### src/hdl/jsu_pkg.sv
// shared types and constants for the json string unescape unit
package jsu_pkg;

  localparam int unsigned QUEUE_DEPTH_DEF = 4;
  localparam int unsigned GROUP_BYTES = 4;

  localparam logic [1:0] ST_PROG = 2'd0;
  localparam logic [1:0] ST_DONE = 2'd1;
  localparam logic [1:0] ST_ERR  = 2'd2;

  typedef enum logic [3:0] {
    PH_WAIT = 4'd0,
    PH_BODY = 4'd1,
    PH_ESC  = 4'd2,
    PH_HI0  = 4'd3,
    PH_HI1  = 4'd4,
    PH_HI2  = 4'd5,
    PH_HI3  = 4'd6,
    PH_BSL  = 4'd7,
    PH_U    = 4'd8,
    PH_LO0  = 4'd9,
    PH_LO1  = 4'd10,
    PH_LO2  = 4'd11,
    PH_LO3  = 4'd12,
    PH_DONE = 4'd13,
    PH_ERR  = 4'd14
  } phase_t;

  // results caused by one input word: nbytes decoded bytes, or one status word
  typedef struct packed {
    logic [GROUP_BYTES-1:0][7:0] bytes;
    logic [2:0]                  nbytes;
    logic [1:0]                  status;
  } group_t;

endpackage

### src/hdl/jsu_front.sv
// parser front end: classifies each byte and builds its group of results
module jsu_front
  import jsu_pkg::*;
(
  input  logic       clk,
  input  logic       rst,
  input  logic       accept,
  input  logic [7:0] in_byte,
  input  logic       end_of_text,
  input  logic       start_req,
  output group_t     grp
);

  phase_t      phase, phase_next;
  logic [15:0] hex_acc, hex_acc_next;
  logic [9:0]  hi_bits, hi_bits_next;
  logic [1:0]  pend, pend_next;
  logic [20:0] part, part_next;
  logic [1:0]  cls, cls_next;

  // state as seen by this word, after an optional restart
  phase_t      ph;
  logic [15:0] acc_e;
  logic [9:0]  hi_e;
  logic [1:0]  pend_e;
  logic [20:0] part_e;
  logic [1:0]  cls_e;

  logic [4:0]  hex_d;
  logic [15:0] acc_new;
  logic [7:0]  esc_byte;
  logic        esc_ok;
  logic [7:0]  sb;
  logic        t_ok;
  logic [1:0]  t_pend;
  logic [20:0] t_part;
  logic [1:0]  t_cls;
  logic [20:0] t_cp;
  logic [20:0] t_min;
  logic [20:0] cp;
  logic [3:0][7:0] enc;
  logic [2:0]  enc_n;

  // bit 4 set means not a hex digit
  function automatic logic [4:0] hex_val(input logic [7:0] b);
    logic [4:0] r;
    r = 5'h10;
    if (b >= 8'h30 && b <= 8'h39) r = {1'b0, b[3:0]};
    else if ((b >= 8'h61 && b <= 8'h66) || (b >= 8'h41 && b <= 8'h46))
      r = {1'b0, b[3:0] + 4'd9};
    return r;
  endfunction

  always_ff @(posedge clk) begin
    if (rst) begin
      phase   <= PH_WAIT;
      hex_acc <= '0;
      hi_bits <= '0;
      pend    <= '0;
      part    <= '0;
      cls     <= '0;
    end else if (accept) begin
      phase   <= phase_next;
      hex_acc <= hex_acc_next;
      hi_bits <= hi_bits_next;
      pend    <= pend_next;
      part    <= part_next;
      cls     <= cls_next;
    end
  end

  always_comb begin
    ph     = start_req ? PH_WAIT : phase;
    acc_e  = start_req ? 16'd0 : hex_acc;
    hi_e   = start_req ? 10'd0 : hi_bits;
    pend_e = start_req ? 2'd0 : pend;
    part_e = start_req ? 21'd0 : part;
    cls_e  = start_req ? 2'd0 : cls;
  end

  assign hex_d   = hex_val(in_byte);
  assign acc_new = {acc_e[11:0], hex_d[3:0]};

  always_comb begin
    esc_ok   = 1'b1;
    esc_byte = in_byte;
    unique case (in_byte)
      8'h22, 8'h5C, 8'h2F: esc_byte = in_byte;
      8'h62:               esc_byte = 8'h08;
      8'h66:               esc_byte = 8'h0C;
      8'h6E:               esc_byte = 8'h0A;
      8'h72:               esc_byte = 8'h0D;
      8'h74:               esc_byte = 8'h09;
      default:             esc_ok   = 1'b0;
    endcase
  end

  // utf-8 check of one emitted byte
  assign sb = (ph == PH_ESC) ? esc_byte : in_byte;
  assign t_cp = {part_e[14:0], sb[5:0]};
  always_comb begin
    t_ok   = 1'b1;
    t_pend = pend_e;
    t_part = part_e;
    t_cls  = cls_e;
    unique case (cls_e)
      2'd1:    t_min = 21'h80;
      2'd2:    t_min = 21'h800;
      default: t_min = 21'h10000;
    endcase
    if (pend_e == 2'd0) begin
      priority if (sb < 8'h80) begin
        t_ok = 1'b1;
      end else if ((sb & 8'hE0) == 8'hC0) begin
        t_pend = 2'd1; t_part = {16'd0, sb[4:0]}; t_cls = 2'd1;
      end else if ((sb & 8'hF0) == 8'hE0) begin
        t_pend = 2'd2; t_part = {17'd0, sb[3:0]}; t_cls = 2'd2;
      end else if ((sb & 8'hF8) == 8'hF0) begin
        t_pend = 2'd3; t_part = {18'd0, sb[2:0]}; t_cls = 2'd3;
      end else begin
        t_ok = 1'b0;
      end
    end else if ((sb & 8'hC0) != 8'h80) begin
      t_ok = 1'b0;
    end else begin
      t_part = t_cp;
      t_pend = pend_e - 2'd1;
      if (pend_e == 2'd1 && (t_cp < t_min || t_cp > 21'h10FFFF ||
                             (t_cp >= 21'hD800 && t_cp <= 21'hDFFF)))
        t_ok = 1'b0;
    end
  end

  // code point of a finished \u escape and its utf-8 form
  assign cp = (ph == PH_LO3) ? 21'h10000 + {1'b0, hi_e, acc_new[9:0]}
                             : {5'd0, acc_new};
  always_comb begin
    enc = '0;
    priority if (cp <= 21'h7F) begin
      enc[0] = cp[7:0];
      enc_n  = 3'd1;
    end else if (cp <= 21'h7FF) begin
      enc[0] = {3'b110, cp[10:6]};
      enc[1] = {2'b10, cp[5:0]};
      enc_n  = 3'd2;
    end else if (cp <= 21'hFFFF) begin
      enc[0] = {4'b1110, cp[15:12]};
      enc[1] = {2'b10, cp[11:6]};
      enc[2] = {2'b10, cp[5:0]};
      enc_n  = 3'd3;
    end else begin
      enc[0] = {5'b11110, cp[20:18]};
      enc[1] = {2'b10, cp[17:12]};
      enc[2] = {2'b10, cp[11:6]};
      enc[3] = {2'b10, cp[5:0]};
      enc_n  = 3'd4;
    end
  end

  always_comb begin
    phase_next   = ph;
    hex_acc_next = acc_e;
    hi_bits_next = hi_e;
    pend_next    = pend_e;
    part_next    = part_e;
    cls_next     = cls_e;
    grp          = '0;
    grp.status   = ST_PROG;
    priority if (ph == PH_DONE) begin
      grp.status = ST_DONE;
    end else if (ph == PH_ERR) begin
      grp.status = ST_ERR;
    end else if (end_of_text) begin
      phase_next = PH_ERR;
      grp.status = ST_ERR;
    end else begin
      unique case (ph)
        PH_WAIT: begin
          if (in_byte == 8'h22) phase_next = PH_BODY;
          else if (!(in_byte == 8'h20 || (in_byte >= 8'h09 && in_byte <= 8'h0D)))
            phase_next = PH_ERR;
        end
        PH_BODY: begin
          priority if (in_byte == 8'h22) begin
            if (pend_e != 2'd0) begin
              phase_next = PH_ERR;
            end else begin
              phase_next = PH_DONE;
              grp.status = ST_DONE;
            end
          end else if (in_byte < 8'h20) begin
            phase_next = PH_ERR;
          end else if (in_byte == 8'h5C) begin
            phase_next = PH_ESC;
          end else if (!t_ok) begin
            phase_next = PH_ERR;
          end else begin
            grp.bytes[0] = sb;
            grp.nbytes   = 3'd1;
            pend_next    = t_pend;
            part_next    = t_part;
            cls_next     = t_cls;
          end
        end
        PH_ESC: begin
          priority if (in_byte == 8'h75) begin
            phase_next   = PH_HI0;
            hex_acc_next = '0;
          end else if (!esc_ok || !t_ok) begin
            phase_next = PH_ERR;
          end else begin
            phase_next   = PH_BODY;
            grp.bytes[0] = sb;
            grp.nbytes   = 3'd1;
            pend_next    = t_pend;
            part_next    = t_part;
            cls_next     = t_cls;
          end
        end
        PH_BSL: phase_next = (in_byte == 8'h5C) ? PH_U : PH_ERR;
        PH_U: begin
          if (in_byte == 8'h75) begin
            phase_next   = PH_LO0;
            hex_acc_next = '0;
          end else begin
            phase_next = PH_ERR;
          end
        end
        PH_HI0, PH_HI1, PH_HI2, PH_LO0, PH_LO1, PH_LO2: begin
          hex_acc_next = acc_new;
          phase_next   = hex_d[4] ? PH_ERR : phase_t'(ph + 4'd1);
        end
        PH_HI3: begin
          hex_acc_next = acc_new;
          priority if (hex_d[4]) begin
            phase_next = PH_ERR;
          end else if (acc_new < 16'hD800 || acc_new > 16'hDFFF) begin
            // an open raw sequence cannot take a fresh lead byte
            if (pend_e != 2'd0) begin
              phase_next = PH_ERR;
            end else begin
              phase_next = PH_BODY;
              grp.bytes  = enc;
              grp.nbytes = enc_n;
            end
          end else if (acc_new > 16'hDBFF) begin
            phase_next = PH_ERR;
          end else begin
            hi_bits_next = acc_new[9:0];
            phase_next   = PH_BSL;
          end
        end
        PH_LO3: begin
          hex_acc_next = acc_new;
          if (hex_d[4] || acc_new < 16'hDC00 || acc_new > 16'hDFFF || pend_e != 2'd0) begin
            phase_next = PH_ERR;
          end else begin
            phase_next = PH_BODY;
            grp.bytes  = enc;
            grp.nbytes = enc_n;
          end
        end
        default: phase_next = PH_ERR;
      endcase
      if (phase_next == PH_ERR) begin
        grp.status = ST_ERR;
        grp.nbytes = '0;
        grp.bytes  = '0;
      end
    end
  end

endmodule

### src/hdl/jsu_queue.sv
// short queue of result groups between parser and output stage
module jsu_queue
  import jsu_pkg::*;
#(
  parameter int unsigned DEPTH = QUEUE_DEPTH_DEF
) (
  input  logic   clk,
  input  logic   rst,
  input  logic   wr_en,
  input  group_t wr_data,
  input  logic   rd_en,
  output group_t rd_data,
  output logic   full,
  output logic   empty
);

  localparam int unsigned PW = (DEPTH > 1) ? $clog2(DEPTH) : 1;
  localparam int unsigned CW = $clog2(DEPTH + 1);

  group_t        mem [DEPTH];
  logic [PW-1:0] wr_ptr, rd_ptr;
  logic [CW-1:0] count;
  logic          do_wr, do_rd;

  assign full   = (count == CW'(DEPTH));
  assign empty  = (count == '0);
  assign do_wr  = wr_en && !full;
  assign do_rd  = rd_en && !empty;
  assign rd_data = mem[rd_ptr];

  always_ff @(posedge clk) begin
    if (do_wr) mem[wr_ptr] <= wr_data;
  end

  always_ff @(posedge clk) begin
    if (rst) begin
      wr_ptr <= '0;
      rd_ptr <= '0;
      count  <= '0;
    end else begin
      if (do_wr) wr_ptr <= (wr_ptr == PW'(DEPTH - 1)) ? '0 : wr_ptr + 1'b1;
      if (do_rd) rd_ptr <= (rd_ptr == PW'(DEPTH - 1)) ? '0 : rd_ptr + 1'b1;
      if (do_wr && !do_rd) count <= count + 1'b1;
      else if (do_rd && !do_wr) count <= count - 1'b1;
    end
  end

endmodule

### src/hdl/jsu_back.sv
// output stage: hands out the words of the head group one at a time
module jsu_back
  import jsu_pkg::*;
(
  input  logic       clk,
  input  logic       rst,
  input  group_t     head,
  input  logic       head_empty,
  input  logic       pop,
  output logic       head_pop,
  output logic [7:0] out_byte,
  output logic       byte_valid,
  output logic [1:0] status,
  output logic       last
);

  logic [1:0] idx;
  logic       has_bytes;

  assign has_bytes  = (head.nbytes != 3'd0);
  assign byte_valid = has_bytes;
  assign out_byte   = has_bytes ? head.bytes[idx] : 8'd0;
  assign status     = has_bytes ? ST_PROG : head.status;
  assign last       = !has_bytes || (({1'b0, idx} + 3'd1) == head.nbytes);
  assign head_pop   = pop && !head_empty && last;

  always_ff @(posedge clk) begin
    if (rst) begin
      idx <= '0;
    end else if (pop && !head_empty) begin
      idx <= last ? 2'd0 : idx + 2'd1;
    end
  end

endmodule

### src/hdl/json_string_unescape_utf8_unit.sv
// latency: a word pushed at one edge can be popped from the next cycle on
// throughput: one input word per cycle while not full; each result word takes
// one pop, so a \u escape of up to four bytes holds the output that many pops
// the group queue between parser and output stage sets how far the sides drift
// reset: synchronous, parser back to waiting for the opening quote, queue empty
module json_string_unescape_utf8_unit
  import jsu_pkg::*;
#(
  parameter int unsigned QUEUE_DEPTH = QUEUE_DEPTH_DEF
) (
  input  logic       clk,
  input  logic       rst,
  input  logic       push,
  output logic       full,
  input  logic [7:0] in_byte,
  input  logic       end_of_text,
  input  logic       start_req,
  output logic       empty,
  input  logic       pop,
  output logic [7:0] out_byte,
  output logic       byte_valid,
  output logic [1:0] status,
  output logic       last
);

  group_t grp, head;
  logic   accept, head_pop;

  assign accept = push && !full;

  jsu_front u_front (
    .clk         (clk),
    .rst         (rst),
    .accept      (accept),
    .in_byte     (in_byte),
    .end_of_text (end_of_text),
    .start_req   (start_req),
    .grp         (grp)
  );

  jsu_queue #(.DEPTH(QUEUE_DEPTH)) u_queue (
    .clk     (clk),
    .rst     (rst),
    .wr_en   (accept),
    .wr_data (grp),
    .rd_en   (head_pop),
    .rd_data (head),
    .full    (full),
    .empty   (empty)
  );

  jsu_back u_back (
    .clk        (clk),
    .rst        (rst),
    .head       (head),
    .head_empty (empty),
    .pop        (pop),
    .head_pop   (head_pop),
    .out_byte   (out_byte),
    .byte_valid (byte_valid),
    .status     (status),
    .last       (last)
  );

endmodule

### config.mk
export PLATFORM = sky130hd
export DESIGN_NAME = json_string_unescape_utf8_unit
export DESIGN_NICKNAME = d
export VERILOG_FILES = /design/src/hdl/jsu_pkg.sv /design/src/hdl/jsu_front.sv /design/src/hdl/jsu_queue.sv /design/src/hdl/jsu_back.sv /design/src/hdl/json_string_unescape_utf8_unit.sv
export SDC_FILE = /design/constraint.sdc
export NUM_CORES = 1
export LEC_CHECK = 0
export BUFFER_PORTS_ARGS = -buffer_cell sky130_fd_sc_hd__clkbuf_2
export CAP_MARGIN = 0
export CORE_ASPECT_RATIO = 1.75
export CORE_MARGIN = 2
export CORE_UTILIZATION = 57
export DETAILED_ROUTE_END_ITERATION = 7
export GPL_TIMING_DRIVEN = 0
export PLACE_DENSITY_LB_ADDON = 0.12
export SLEW_MARGIN = 10
export SYNTH_ARGS = -nofsm -noshare
export SYNTH_HDL_FRONTEND = slang
export SYNTH_SLANG_ARGS = --single-unit
### constraint.sdc
create_clock -name clk -period 3.5 [get_ports clk]
set_clock_uncertainty 0.05 [all_clocks]
set_input_delay 0.525 -clock clk [delete_from_list [all_inputs] [get_ports clk]]
set_output_delay 0.525 -clock clk [all_outputs]
set_load 0.02 [all_outputs]
==> Yosys cells after proc, flatten, opt, wreduce, memory -nomap -nowiden <==
Memories as Yosys holds them, arrays and structs flattened. A register that Yosys moved wholly into a read port is not among the register bits.
Cells that the tools add are included.
{ "word_totals": {"register_bits": 64, "ramBits": 148, "inputBits": 14, "n_memories": 1} }
{ "classes": {"add_sub_neg": 10, "n_lt_le_gt_ge": 22, "eq_ne": 36, "n_mux": 150, "n_reduce_logical": 40} }
{ "mem_list": {"columns": ["name", "depth", "width", "read_ports", "rd_clocked_by_memory_dff", "write_ports", "line_no", "text"], "rows": [
  ["u_queue.mem", 4, 37, 1, 1, 1, "jsu_queue.sv:20", "group_t mem [DEPTH];"]
]} }
{ "ops": {"columns": ["operator", "count"], "rows": [
  ["21-bit two-way mux", 17],
  ["35-bit two-way mux", 7],
  ["16-bit two-way mux", 8],
  ["4-bit two-way mux", 21],
  ["2-bit two-way mux", 41],
  ["10-bit two-way mux", 8],
  ["24-bit two-way mux", 3],
  ["11-bit two-way mux", 6],
  ["8-bit by 7-bit == test with 1-bit output, second input constant", 7],
  ["24-bit case mux with 2 select lines", 1],
  ["11-bit case mux with 4 select lines", 1],
  ["21-bit by 16-bit less-or-equal comparator with 1-bit output, second input constant", 2],
  ["21-bit case mux with 2 select lines", 1],
  ["8-bit two-way mux", 5],
  ["8-bit case mux with 5 select lines", 1],
  ["37-bit two-way mux", 1],
  ["4-bit == test, second input constant", 9],
  ["17-bit case mux with 2 select lines", 1],
  ["16-bit greater-than comparator, second input constant", 2],
  ["16-bit < comparator, second input constant", 2],
  ["16-bit case mux with 2 select lines", 1],
  ["4-bit case mux with 8 select lines", 1],
  ["8-bit by 6-bit == test with 1-bit output, second input constant", 3],
  ["22-bit two-way mux", 1],
  ["other kinds (47)", 108]
]} }

==> Longest topological paths before layout <==
Gate-level depths: netlist (run 1).
{ "logic_depth": {"depth_word": 23, "mapped_depth": 17, "depth_no_buf": 14} }

==> Hierarchy <==
From an unflattened synthesis (run 1), not the netlist that was laid out.
{ "unflattened": {"hier_cells": 917, "area_unflattened_um2": 10869.2} }
{ "modules_own_cells": {"columns": ["module", "n_inst", "cells_each", "area_each_um2", "seq_area_each_um2"], "rows": [
  ["jsu_queue", 1, 243, 5841.9, 4624.4],
  ["jsu_front", 1, 623, 4520.6, 900.9],
  ["jsu_back", 1, 50, 493.0, 40.0],
  ["json_string_unescape_utf8_unit", 1, 1, 13.8, 0.0]
]} }

==> Worst setup path after synthesis (run 1) <==
OpenSTA, ideal clock, no wires.
{ "synth_timing": {"path_kind": "in2reg", "startpoint": "in start_req", "endpoint": "mem u_queue.mem[0][32] (netlist bit), data pin", "setup_ns": 0.279, "arrival_time_ns": 3.347, "t_required_ns": 3.171, "setup_slack_ns": -0.176, "stages": 15, "path_cell_list": "buf_2 > buf_2 > nor2b_1 > inv_1 > ha_1 > clkbuf_1 > nand3_1 > mux2i_1 > a31oi_1 > nor3_2 > nand3_1 > nand3_1 > inv_1 > nand2_1 > nor2_1"} }
{ "synth_rtl": {"columns": ["item", "line_no", "text"], "rows": [
  ["from (decl)", "json_string_unescape_utf8_unit.sv:17", "input logic start_req,"],
  ["to (decl)", "jsu_queue.sv:20", null]
]} }

==> results.py, run 1 <==
metrics = {
    "synth": {
        "synthMuxAreaShare_pct": 10.5,
        "synth_adder_area_share_pct": 3.01,
        "synth_top_family_by_area": "simple AND/OR/NAND/NOR gates",
        "synth_compound_area_share_pct": 15.6,
        "synthesis.area_sq_mm": 0.0102,
        "synth_area_per_cell_sq_um": 11.3,
        "synth_warnings": 0,
        "yosys-top-cells-area": "edfxtp_1 40%, dfxtp_1 11%, mux4_2 9.0%",
        "async_reset_ff_share_pct": 0,
        "ys_types": 80,
        "synth_top_area_share_pct": 40.0,
        "ys_ff_latch": 192,
        "synth-xor-area-share_pct": 0.943,
        "ys_seq_area_share_pct": 50.9,
        "syn_nets": 939,
        "synth-edff-count": 136,
        "synth_top_area_cell": "edfxtp_1",
        "synthCells": 901,
        "ys.flop_type": "edfxtp_1",
        "yosys.area_share.simple_pct": 15.7,
    },
    "floorplanning": {
        "rows": 64,
        "start_util_pct": 58.3,
        "die_y_um": 181,
        "dieArea_sq_mm": 0.0191,
        "ios": 28,
        "design.core.area_sq_mm": 0.0175,
        "die_width_um": 105,
    },
    "hold_path": {
        "hold_class": "reg -> reg",
        "hold_end": "u_front.pend[1]$_SDFFE_PP0P_",
        "min-delay-start": "u_front.pend[1]$_SDFFE_PP0P_",
        "hold_depth": 2,
    },
    "sta": {
        "fin_crit_ns": 3.46,
        "whs_ns": 0.421,
        "hold_viol": 0,
        "fmax_mhz": 289,
        "slew_headroom_pct": 27.0,
        "tns_ns": 0,
        "maxSlewViolCount": 0,
        "tightest_slew_ns": 1.08,
        "fin_crit_sh_pct": 98.7,
        "rsz0062_at_grt": "true",
        "setup_viol_count_final": 0,
    },
    "clock_tree": {
        "cts_inserted_buffers": 17,
        "clk_latency_ns": 0.44,
        "cts_hold_buffers": 0,
        "cts.sinks": 192,
        "max-clock-path-buffers": 2,
        "clk_pin_slew_ns": 0.07,
        "htree_num_levels": 4,
        "cts_root_buffer": "clkbuf_16",
        "cts_tree": "done",
    },
    "critical_path": {
        "r2r_slack_ns": 0.04,
        "cp_max_fo": 10,
        "ff2ff_path_depth": 13,
        "reg2reg_from": "u_front.phase[1]$_SDFFE_PP0P_",
        "r2r-end": "u_queue.mem[0][4]$_DFFE_PP_",
        "worstSetupPathType": "reg -> reg",
        "crit_path_end_kind": "register",
        "critPathRequiredTime_ns": 3.63,
        "critPathLaunchType": "register",
        "critPathArrivalTime_ns": 3.59,
    },
    "drt": {
        "viasPerCell": 6.68,
        "finalWirelength_mm": 31.4,
        "ant_nets": 0,
        "vias": 8030,
        "first_iter_violations": 602,
        "avgRoutedWirePerCell_um": 26.1,
        "firstDrtPassIters": 5,
        "drc_errors": 0,
    },
    "global_routing": {
        "grt_pass1_wl_mm": 47.6,
        "grt_pass1_vias": 8209,
        "gr-total-overflow": 0,
        "grt_max_degree": 29,
        "grt_use_total_pct": 33.7,
        "antenna_found_initial": 0,
    },
    "run_status": {
        "run_status": "complete, no violations",
    },
    "pwr": {
        "power.leakage_nw": 4.07,
        "ir_worst_vdd_mv": 0.333,
        "powerDensity_mw_per_mm2": 541,
    },
    "place": {
        "gp_congestion": 1.01,
        "io_buffers": 24,
        "dpl.hpwl_mm": 22.8,
    },
    "cells_and_area": {
        "area_growth_pct": 16.0,
        "final_common_cell": "edfxtp_1",
        "final_cell_mix": "136 x edfxtp_1, 78 x nor2_1, 58 x nand2_1",
        "drive_gt1_share_pct": 23.1,
        "antenna_cells": 0,
        "finish.net_count": 996,
    },
    "run": {
        "cap_violations": 0,
    },
}
## sequential cells by signal, indices dropped and copies added, names as in the netlist, named ones only
register,cells
u_front.pend,2
u_back.idx,2
u_queue.wr_ptr,2
u_queue.mem,136
u_front.hex_acc,12
u_queue.count,3
u_front.phase,4
u_front.hi_bits,10
u_front.part,15
u_front.cls,2
u_queue.rd_ptr,2
## Yosys cell counts, types with 7 or more instances
cell type and instances:
dfxtp_1 56, a22oi_1 25, a21o_1 7, nor3_1 23, buf_2 11, and2_1 9
a211oi_1 10, mux4_2 41, nand3_1 14, o21a_1 10, a21oi_1 48, nand2_1 62
clkbuf_1 33, nor2_1 84, mux2i_1 15, nand2b_1 19, o21ai_0 47, edfxtp_1 136
nor2b_1 31, buf_1 8, inv_1 28, ha_1 23, nand3b_1 11, o22ai_1 7
## where the power goes
| part | switching [mW] | internal [mW] | total, mW |
|---|---|---|---|
| Clock | 0.889 | 1.00 | 1.89 |
| Combinational | 1.05 | 0.745 | 1.80 |
| Sequential | 0.0897 | 2.63 | 2.72 |
| Total | 2.03 | 4.37 | 6.41 |
## worst max-delay path, stage by stage, from the launching register on
cell	delay, ns
dfxtp_1	0.37
nor2b_4	0.23
inv_1	0.12
ha_1	0.24
clkbuf_4	0.22
nor2_2	0.20
o221ai_2	0.21
a211oi_2	0.28
a2111o_1	0.23
a31oi_2	0.07
o21ba_4	0.23
o31a_1	0.33
buf_4	0.19
and3_1	0.22
## cell families (layout without fill, tap and decap cells)
kind of cell | count (synthesis) | after routing
fa+ha+maj | 24 | 24
simple gates | 304 | 304
compound gates | 231 | 231
flops | 192 | 192
mux | 56 | 56
xor+xnor | 11 | 11
buf+inv | 83 | 153
## through the flow
step                      util (%)  cell area [sq um]  worst slack [ns]  power, mW  std cells
after global routing          67.6              11900           -0.0502       6.63       1202
after floorplan                  -              10200           0.00667       3.87        901
final                         67.6              11900            0.0447       6.41       1202
after CTS                     66.4              11600           0.00836       6.35       1199
after detailed placement      61.2              10700             -1.41       4.39       1160
after global placement        60.8              10700             -1.39       4.30       1156
## what timing repair did
item                                    in CTS  in global routing
pin swaps                                    5                 10
buffers inserted                             8                  3
gates resized for setup                     70                 48
endpoints found under the setup margin     177                158
## cell type report
cell class | instances | area, sq um
Buffer | 53 | 320
Clock buffer | 17 | 425
Clock inverter | 15 | 150
Fill cell | 1297 | 5690
Inverter | 29 | 124
Multi-Input combinational cell | 626 | 5050
Sequential cell | 192 | 5210
Tap cell | 231 | 289
Timing Repair Buffer | 39 | 283
## layer usage
layer  part of all wire [%]  global-route usage, %
met2                     55                   62.3
met1                     33                   34.2
met5                      0                      0
met4                    6.5                   21.7
met3                    5.4                   5.52
## worst max path at each step
stage | startpoint | end | slack, ns | depth (start not counted)
after CTS | start_req | u_queue.mem[1][4]$_DFFE_PP_ | 0.008 | 16
final | u_front.phase[1]$_SDFFE_PP0P_ | u_queue.mem[0][4]$_DFFE_PP_ | 0.04 | 13
after floorplan | start_req | u_queue.mem[0][4]$_DFFE_PP_ | 0.007 | 16
after global routing | u_front.phase[1]$_SDFFE_PP0P_ | u_queue.mem[1][4]$_DFFE_PP_ | -0.05 | 13
after global placement | start_req | u_queue.mem[0][18]$_DFFE_PP_ | -1.39 | 15
after detailed placement | start_req | u_queue.mem[1][18]$_DFFE_PP_ | -1.41 | 15
Power figures use the tool's default switching activity.
==> run 2: changes to the inputs <==
REMOVE_ABC_BUFFERS = 1   (was default)
==> run 2 against run 1 <==
- sequential power is 2% higher
- die area stayed put
- critical endpoint is now u_front.part[12]$_SDFFE_PP0P_
- critical path type is now in -> reg
- final area down 2.2%
- largest power group unchanged
- sequential share of layout area is 1.1 points higher
- worst setup slack lost 0.026 ns
- count of clock-buffer cells in the layout grew 1
- utilization decreased by 1.5 points
- global-route usage fell by 3.2 points
- final cell count shrank 3.5%
==> results.py, run 2 (synthesis results as in run 1) <==
metrics = {
    "run_status": {
        "run_status": "complete, no violations",
    },
    "global_routing": {
        "grt_pass1_wl_mm": 43.9,
        "grtUsageMet2_pct": 55.8,
        "grt_max_degree": 47,
        "antenna_found_initial": 0,
        "gr-total-overflow": 0,
        "grt_pass1_vias": 7977,
        "grt.met3_usage_pct": 3.93,
        "use_met1_pct": 31.1,
        "grt_use_total_pct": 30.5,
        "top_usage_layer": "met2",
    },
    "clock_tree": {
        "cts_root_buffer": "clkbuf_16",
        "cts_inserted_buffers": 17,
        "max-clock-path-buffers": 2,
        "htree_num_levels": 4,
        "clk_latency_ns": 0.45,
        "clk_pin_slew_ns": 0.07,
        "cts.sinks": 192,
        "cts_tree": "done",
    },
    "cells_and_area": {
        "area_growth_pct": 13.4,
        "drive_gt1_share_pct": 21.3,
        "fin_util_pct": 66.1,
        "finish.net_count": 954,
        "largest_reg_flops": 136,
        "final_cell_mix": "136 x edfxtp_1, 77 x nor2_1, 59 x nand2_1",
        "reg_top3": "u_queue.mem x136, u_front.part x15, u_front.hex_acc x12",
        "top_register": "u_queue.mem",
        "final_common_cell": "edfxtp_1",
        "antenna_cells": 0,
        "stdcell_count": 1160,
    },
    "critical_path": {
        "cpMostUsedCell": "ha_1",
        "cp_max_fo": 46,
        "critPathRequiredTime_ns": 3.79,
        "cp_num_buf_inv": 3,
        "cp_slowest_stage_delay_ns": 0.46,
        "critPathLaunchType": "primary input",
        "cp_slowest_cell": "o311a_2",
        "critPathTopFamily": "compound AO/OA/AOI/OAI gates",
        "path_cells": "clkbuf_16, inv_8, nand2_1, ha_1, inv_1, ha_1, nand3b_1, o22ai_1, a21oi_2, and2_1, o311a_1, o311a_2, a41o_1, a22o_1",
        "worstSetupPathType": "in -> reg",
        "critPathArrivalTime_ns": 3.77,
        "crit_path_end_kind": "register",
    },
    "hold_path": {
        "hold_class": "reg -> reg",
    },
    "drt": {
        "finalWirelength_mm": 28.7,
        "viasPerCell": 6.77,
        "firstDrtPassIters": 5,
        "first_iter_violations": 677,
        "avgRoutedWirePerCell_um": 24.7,
        "drc_errors": 0,
        "ant_nets": 0,
        "vias": 7855,
    },
    "pwr": {
        "ir_worst_vdd_mv": 0.302,
        "power_frac_comb_pct": 26.0,
        "seq_power_share_pct": 44.2,
        "clockPowerShare_pct": 29.7,
        "netSwitchingFraction_pct": 31.7,
        "p_int_mw": 4.27,
        "p_switching_mw": 1.98,
        "power.leakage_nw": 3.94,
        "total_power_mw": 6.25,
        "powerDensity_mw_per_mm2": 540,
    },
    "place": {
        "placedCellCount": 1111,
        "gp_congestion": 0.919,
        "dpl.hpwl_mm": 20.0,
        "io_buffers": 27,
    },
    "floorplanning": {
        "dieArea_sq_mm": 0.0191,
        "rows": 64,
        "die_y_um": 181,
        "die_width_um": 105,
        "ios": 28,
        "design.core.area_sq_mm": 0.0175,
        "start_util_pct": 58.3,
    },
    "sta": {
        "maxSlewViolCount": 0,
        "setup_viol_count_final": 0,
        "rsz0062_at_grt": "true",
        "fin_crit_sh_pct": 99.5,
        "slew_headroom_pct": 31.6,
        "hold_viol": 0,
        "tightest_slew_ns": 1.01,
        "whs_ns": 0.414,
        "fin_crit_ns": 3.48,
        "fmax_mhz": 287,
    },
    "run": {
        "cap_violations": 0,
    },
}
-- run 2: cell types whose count changed in the layout (fill, tap and decap cells not counted), sizes merged --
cell           change
buf               -11
bufinv             -1
clkbuf            -27
clkdlybuf4s15      -3
clkinv             -1
clkinvlp           +1
-- run 2: cell type report --
| class | instances | area, sq um |
|---|---|---|
| fill | 1335 | 5950 |
| clock inverter | 14 | 125 |
| tap | 231 | 289 |
| inverter | 29 | 116 |
| timing repair buffer | 50 | 430 |
| multi-input combinational | 626 | 4980 |
| clock buffer | 18 | 429 |
| sequential | 192 | 5220 |
-- run 2: power by group through the flow --
stage	Combinational, mW	Sequential (mW)	Clock (mW)
global route	1.75	2.78	1.94
global placement	1.36	2.87	0
detailed placement	1.44	2.88	0
finish	1.63	2.77	1.86
CTS	1.57	2.76	1.87
floorplan	1.01	2.81	0
-- run 2: final timing paths --
kind | start | end | slack [ns] | depth (start not counted)
setup / recovery | start_req | u_front.part[12]$_SDFFE_PP0P_ | 0.02 | 14
hold / removal | u_front.cls[0]$_SDFFE_PP0P_ | u_front.cls[0]$_SDFFE_PP0P_ | 0.41 | 1
setup reg to reg | u_front.phase[1]$_SDFFE_PP0P_ | u_queue.mem[2][4]$_DFFE_PP_ | 0.08 | 12
hold reg to reg | u_front.cls[0]$_SDFFE_PP0P_ | u_front.cls[0]$_SDFFE_PP0P_ | 0.41 | 1
-- run 2: worst reg2reg max path, delay by kind of cell (launching register included) --
family,cells,cell delay (ns)
buffers and inverters,2,0.28
flip-flops,1,0.37
adder cells (fa/ha/maj),1,0.30
AO/OA/AOI/OAI,6,1.43
AND/OR/NAND/NOR,3,0.73
-- run 2: per-stage QoR --
| step | area, sq um | TNS, ns | setup slack (ns) |
|---|---|---|---|
| 2_1_floorplan | 9990 | -19.47 | -1.07 |
| 3_3_place_gp | 10400 | -400.03 | -2.61 |
| 3_5_place_dp | 10600 | -385.79 | -2.66 |
| 4_1_cts | 11300 | -0.0677 | -0.0272 |
| 5_1_grt | 11600 | -0.356 | -0.0443 |
| 6_report | 11600 | 0 | 0.0183 |
-- run 2: what timing repair did --
item                                    CTS  global route
hold buffers                              0             0
endpoints found under the hold margin     0             0
endpoints found under the setup margin  195            94
setup buffers                             6            11
gates resized for setup                  36            38
pin swaps                                 3             7
-- run 2: per-layer routing --
layer | routed length, um | part of all wire, % | up-vias
met2 | 15700 | 55 | 311
li1 | - | - | 3479
met1 | 9810 | 34 | 3947
met4 | 2010 | 7.0 | 0
met5 | 0 | 0 | -
met3 | 1150 | 4.0 | 118
